`config.mk`:
```
export PLATFORM = sky130hd
export DESIGN_NAME = b2bcd_dabble
export DESIGN_NICKNAME = d
export VERILOG_FILES = /design/src/hdl/assert_macros.svh /design/src/hdl/b2bcd_pkg.sv /design/src/hdl/b2bcd_dabble.sv
export SDC_FILE = /design/constraint.sdc
export NUM_CORES = 1
export LEC_CHECK = 0
export ABC_AREA = 1
export BUFFER_PORTS_ARGS = -buffer_cell sky130_fd_sc_hd__buf_2
export CAP_MARGIN = 0
export CORE_ASPECT_RATIO = 1.25
export CORE_UTILIZATION = 55
export DETAILED_ROUTE_END_ITERATION = 12
export GPL_ROUTABILITY_DRIVEN = 0
export PLACE_DENSITY = 0.89
export RECOVER_POWER = 100
export SETUP_SLACK_MARGIN = 0.15
export SYNTH_ARGS = -nofsm -noshare
export SYNTH_HDL_FRONTEND = slang
export SYNTH_SLANG_ARGS = --single-unit
```
`constraint.sdc`:
```
create_clock -name clk -period 1.6 [get_ports clk]
set_input_delay 0.32 -clock clk [delete_from_list [all_inputs] [get_ports clk]]
set_output_delay 0.32 -clock clk [all_outputs]
set_load 0.02 [all_outputs]
```
`src/hdl/assert_macros.svh`:
```
// Assertion macros for the top-level RTL file of the BCD byte converter.
// Each macro expects signals named clk and arst_n in the scope where it is used.
`ifndef ASSERT_MACROS_SVH
`define ASSERT_MACROS_SVH

// The consequent must hold in the same cycle as the antecedent.
`define ASSERT_SAME(lbl, ante, cons, msg) \
	lbl: assert property (@(posedge clk) disable iff (!arst_n) (ante) |-> (cons)) \
		else $error(msg);

// The consequent must hold in the cycle after the antecedent.
`define ASSERT_NEXT(lbl, ante, cons, msg) \
	lbl: assert property (@(posedge clk) disable iff (!arst_n) (ante) |=> (cons)) \
		else $error(msg);

`endif

```
`src/hdl/b2bcd_pkg.sv`:
```
// Package for the binary to packed BCD byte converter.
// Holds widths, the BCD word type and the status structs; depends on nothing.
`default_nettype none

package b2bcd_pkg;

	localparam int BIN_W   = 32;
	localparam int DIGIT_W = 4;
	localparam int DIGITS  = 10;
	localparam int BYTE_W  = 8;
	localparam int NBYTES  = 5;
	localparam int BCD_W   = DIGITS * DIGIT_W;
	localparam int IDX_W   = $clog2(NBYTES);
	localparam int STEP_W  = $clog2(BIN_W);

	// Digits of five or more are corrected by three before each shift.
	localparam logic [DIGIT_W-1:0] ADJ_MIN = DIGIT_W'(5);
	localparam logic [DIGIT_W-1:0] ADJ_ADD = DIGIT_W'(3);
	localparam logic [DIGIT_W-1:0] DIGIT_MAX = DIGIT_W'(9);

	typedef logic [NBYTES-1:0][BYTE_W-1:0] bcd_t;

	typedef struct packed {
		logic busy;
		logic done;
	} conv_stat_t;

	typedef struct packed {
		logic busy;
		logic finish;
	} emit_stat_t;

endpackage

`default_nettype wire

```
`src/hdl/b2bcd_dabble.sv`:
```
// Shift-and-add-three converter: one input bit per cycle into a ten digit BCD word.
// Depends on b2bcd_pkg.
`default_nettype none

module b2bcd_dabble import b2bcd_pkg::*; (
	input  logic             clk,
	input  logic             arst_n,
	input  logic             start,
	input  logic [BIN_W-1:0] bin_val,
	output bcd_t             bcd,
	output conv_stat_t       stat
);

	localparam logic [STEP_W-1:0] STEP_LAST = STEP_W'(BIN_W - 1);

	logic [BIN_W-1:0]  bin_q;
	logic [BCD_W-1:0]  bcd_q;
	logic [BCD_W-1:0]  adj;
	logic [STEP_W-1:0] step_q;
	logic              busy_q;
	logic              done_q;

	// Every digit is corrected on its own lane, then the whole word shifts once.
	always_comb begin
		for (int d = 0; d < DIGITS; d++) begin
			if (bcd_q[d*DIGIT_W +: DIGIT_W] >= ADJ_MIN) begin
				adj[d*DIGIT_W +: DIGIT_W] = bcd_q[d*DIGIT_W +: DIGIT_W] + ADJ_ADD;
			end else begin
				adj[d*DIGIT_W +: DIGIT_W] = bcd_q[d*DIGIT_W +: DIGIT_W];
			end
		end
	end

	always_ff @(posedge clk or negedge arst_n) begin
		if (!arst_n) begin
			step_q <= '0;
			busy_q <= 1'b0;
			done_q <= 1'b0;
		end else begin
			done_q <= 1'b0;
			if (start) begin
				step_q <= '0;
				busy_q <= 1'b1;
			end else if (busy_q) begin
				step_q <= step_q + STEP_W'(1);
				if (step_q == STEP_LAST) begin
					busy_q <= 1'b0;
					done_q <= 1'b1;
				end
			end
		end
	end

	always_ff @(posedge clk) begin
		if (start) begin
			bin_q <= bin_val;
			bcd_q <= '0;
		end else if (busy_q) begin
			bin_q <= {bin_q[BIN_W-2:0], 1'b0};
			bcd_q <= {adj[BCD_W-2:0], bin_q[BIN_W-1]};
		end
	end

	assign bcd       = bcd_q;
	assign stat.busy = busy_q;
	assign stat.done = done_q;

endmodule

`default_nettype wire

```
# --- Word level (Yosys, flattened, before mapping) ---
# Index checks and enable logic that the tools add are counted.
word_totals:
  ff_bits: 79
  input_bits: 35
  output_inout_bits: 42
  word_cells: 48
op_classes:
  add_sub_neg: 11
  magnitude_cmp: 10
  n_eq_ne: 1
  mux: 20
  reduce_logical: 1
op_table:
  columns: ["operator", "n"]
  rows:
  - ["32-bit two-way mux", 2]
  - ["4-bit by 3-bit >= comparator with 1-bit output (second input constant)", 10]
  - ["4-bit by 2-bit adder with 4-bit output (second input constant)", 9]
  - ["4-bit two-way mux", 9]
  - ["5-bit two-way mux", 2]
  - ["1-bit two-way mux", 6]
  - ["5-bit by 1-bit adder with 5-bit output (second input constant)", 1]
  - ["5-bit == test (second input constant)", 1]
  - ["3-bit by 2-bit adder with 3-bit output (second input constant)", 1]
  - ["3-bit two-way mux", 1]
  - ["2-bit nonzero test", 1]

# --- Logic depth before layout (Yosys ltp) ---
logic_depth:
  depth_word: 4
  depth_mapped: 9
  ltp_nobuf: 9

# --- Worst setup path before layout ---
# OpenSTA, ideal clock, no wires.
synth_path:
  path_type: "reg2reg"
  start: "register busy_q"
  end: "register bin_q[0], enable pin"
  t_arrival_ps: 1066
  t_required_ps: 1227
  path_slack_ps: 160
  path_stages_with_launch: 5
  path_buffers: 2
  cell_sequence: "dfrtp_1 buf_4 nor2_4 buf_6 inv_2"
synth_via:
  elab_chain_cells: 1
synth_rtl:
  columns: ["element", "line", "text"]
  rows:
  - ["start: declaration", "b2bcd_dabble.sv:20", "logic busy_q;"]
  - ["start signal: assignment", "b2bcd_dabble.sv:37", "busy_q <= 1'b0;"]
  - ["start signal: assignment", "b2bcd_dabble.sv:43", "busy_q <= 1'b1;"]
  - ["start signal: assignment", "b2bcd_dabble.sv:47", "busy_q <= 1'b0;"]
  - ["2-bit nonzero test (no line)", null, null]
  - ["end signal: assignment", "b2bcd_dabble.sv:56", "bin_q <= bin_val;"]
  - ["end signal: assignment", "b2bcd_dabble.sv:59", "bin_q <= {bin_q[BIN_W-2:0], 1'b0};"]
  - ["end: declaration", "b2bcd_dabble.sv:16", "logic [BIN_W-1:0] bin_q;"]
# Every way passes these cells.
# A chain may end at the register's enable or synchronous reset.

# --- Final worst setup path ---
layout_path:
  start: "register busy_q"
  end: "output port stat[1] in the netlist's numbering"
layout_rtl:
  columns: ["element", "line", "text"]
  rows:
  - ["end: declaration", "b2bcd_dabble.sv:11", "output conv_stat_t stat"]
# No word-level cell between the ends.

==> results.md <==
* Most frequent cells in the layout: nand2_1, nand3_1, inv_1
* Final setup fails at 0
* Maxcap violations at 0
* Post-synthesis mux area share at 0%
* Syn Area/Cell at a little under 8 um2
* Min-Delay Startpoint: bin_val[23]
* Clock sinks at 79
* RSZ-0062 raised after global routing: true
* WHS Endpoint: bin_q[23]
* # DRC at 0
* Synth Area in XOR/XNOR at 0%
* Core area at 6934 um2
* Library cells used by synthesis at 20
* Final net count at roughly 640
* Cells after synthesis at slightly above 500
* Leakage power at 2.310 nW
* Ratio of cells with drive above 1 in the final layout at 9.628%
* Synth Area in Adders at 6.975%
* GRT busiest layer: met2
* ANT nets after route at 0
* R2r endpoint: bin_q[19]
* Crit path kind: flip-flop to output port
* Slew HR at between 60% and 70%
* Peak supply drop at approximately 0.47 mV
* CTS buffer count at 9
* Flops & latches, synth at slightly below 80
* Worst r2r path cells at 4
* Clk_skew at 0.005355 ns
* Slew @ Worst Pin at between 0.5 and 0.6 ns
* Number of synthesis warnings at 0
* Synth Net Count at between 500 and 600
* Die outline width at between 70 and 80 um
* Crit path DAT at approximately 1.2 ns
* Power Dens Cells at roughly 820 nW/um2
* Share of the clock period used by the worst path after layout at about 90%
* First-pass DRT Iterations at 4
* Max Transition Viols Final at 0
* Grt ovf at 0
* Inserted Diodes at 0
* Vias in the first global route at 3,397
* Post-synthesis simple-gate area fraction at between 30% and 40%
* IO Count at between 70 and 80
* DP Wirelength at slightly below 6000 um
* Via density at between 5 and 6
* Crit Path Max Fanout at 12
* Synthesized cell area at 3946 um2
* Port Buffer Count at 76
* Post-layout minimum cycle time at approximately 1.5 ns
* Final hold vios at 0
* DRT iter0 DRCs at 191
* Post-Route WL at around 8300 um
* Die Area at 7520 um2
* FF-to-FF Start: busy_q
* Skew-Pair Late Insertion Delay at 0.33 ns
* GR Util All Layers at a little under a quarter
* H-tree depth at 3
* Critical Path RT at 1.28 ns
* Commonest non-fill, non-tap cell in the layout: nand2_1
* Min-Delay Path Class: primary input to flip-flop
* Reg2reg setup slack at ~0.20 ns
* Worst setup EP type: output port
* Vias at about 3,500
* Met3 global-route usage at under 10%
* Clock Pin Slew Worst Setup and Hold Paths at ~0.070 ns
* Setup TNS at 0 ns
* GRT met1 Usage at between 20% and 30%
* Hold path cells at 3
* GR Util met2 at around two fifths
* Status: finished, final reports clean
* Layout area overhead at 14.36%
* Initial antenna violation count at 0
* Complex-gate fraction of the synthesized area at between 5 and 6%
* Register area share after synthesis at 49.08%
* First-pass GRT wire length at roughly 14,000 um
* Die height at 96.71 um
* Largest family of logic cells by synthesized area: simple AND/OR/NAND/NOR gates
* Rows at 34
* Achievable frequency at around 680 MHz
* Fin Hold WS at about 0.26 ns
* Largest net degree at the start of global routing at 39
* Clk buf depth at 2
* Wire length per cell at ~12 um
* Initial Util at 56.91%
* CTS tree: yes
* CTS root buffer: clkbuf_8
* Critical Path Source Type: flip-flop
==> Yosys cell counts <==
master	number	area (um2)
o21ai_1	6	30.03
nand4_1	3	18.77
a21oi_1	3	15.01
buf_4	6	45.04
nor2_4	2	22.52
inv_1	48	180.2
nand3_1	60	300.3
dfxtp_1	40	800.8
nand2_1	215	807.0
nor3_1	3	15.01
edfxtp_1	32	960.9
ha_1	22	275.3
inv_2	4	15.01
a22o_1	1	8.760
nor2_1	9	33.78
o21ai_0	33	165.2
buf_6	1	11.26
buf_2	12	60.06
dfrtp_1	7	175.2
a31oi_1	1	6.260
==> kinds of logic after synthesis <==
group | count (synthesis)
AOI/OAI and AO/OA | 44
and+or+nand+nor | 292
buffers and inverters | 71
adders and majority gates | 22
DFF | 79
==> worst max-delay path, cell delays in order, from the launching register on <==
cell	delay, ns
dfrtp_2	0.37
buf_4	0.18
clkbuf_1	0.28
==> where the power goes <==
group | switching (mW) | leakage, nW | internal, mW
logic | 0.162 | 1.47 | 0.0992
registers | 0.0405 | 0.766 | 2.19
clock network | 0.661 | 0.0741 | 0.552
total | 0.864 | 2.31 | 2.84
==> cell type report <==
class	count	area (um2)
clock buffers	13	138.9
clock inverters	3	11.26
fillers	645	2421
inverters	52	195.2
multi-input cells	358	1690
flip-flops and latches	79	1941
well taps	90	112.6
repair buffers	87	424.2
==> stage by stage <==
stage                     power (mW)  instances  setup WS (ns)  cell area [um2]  utilization [%]
after floorplan                2.433        508         0.1604             3946                -
after global placement         2.529        664         0.2908             4415            63.68
after detailed placement       2.545        664         0.2253             4415            63.68
after CTS                      3.738        682         0.1974             4584            66.11
after global routing           3.839        682        0.06777             4513            65.08
final                          3.707        682         0.1202             4513            65.08
==> worst max-delay path by stage <==
stage,start,to,slack [ns]
floorplan,busy_q,bin_q[0],0.16
global placement,bcd[0],bcd[4],0.29
detailed placement,bcd[4],bcd[6],0.23
CTS,busy_q,stat[1],0.20
global route,bcd[36],bcd[38],0.07
finish,busy_q,stat[1],0.12
==> registers in the layout, summed over array words and instances, names as in the netlist <==
name	count
bin_q	32
busy_q	1
done_q	1
step_q	5
bcd	40
==> metal layers <==
layer / vias up / wire, um
li1: 1781 / -
met1: 1608 / 3580
met2: 83 / 4219
met3: 17 / 361
met4: 0 / 148
met5: - / 0
==> what timing repair did <==
| item | in CTS | in global routing |
|---|---|---|
| hold buffers | 1 | 0 |
| setup buffers | 1 | 0 |
| endpoints found under the setup margin | 1 | 22 |
| hold endpoints to repair | 7 | 0 |
| resized for setup | 1 | 10 |
Note: power is estimated with default switching activity, not from simulation.
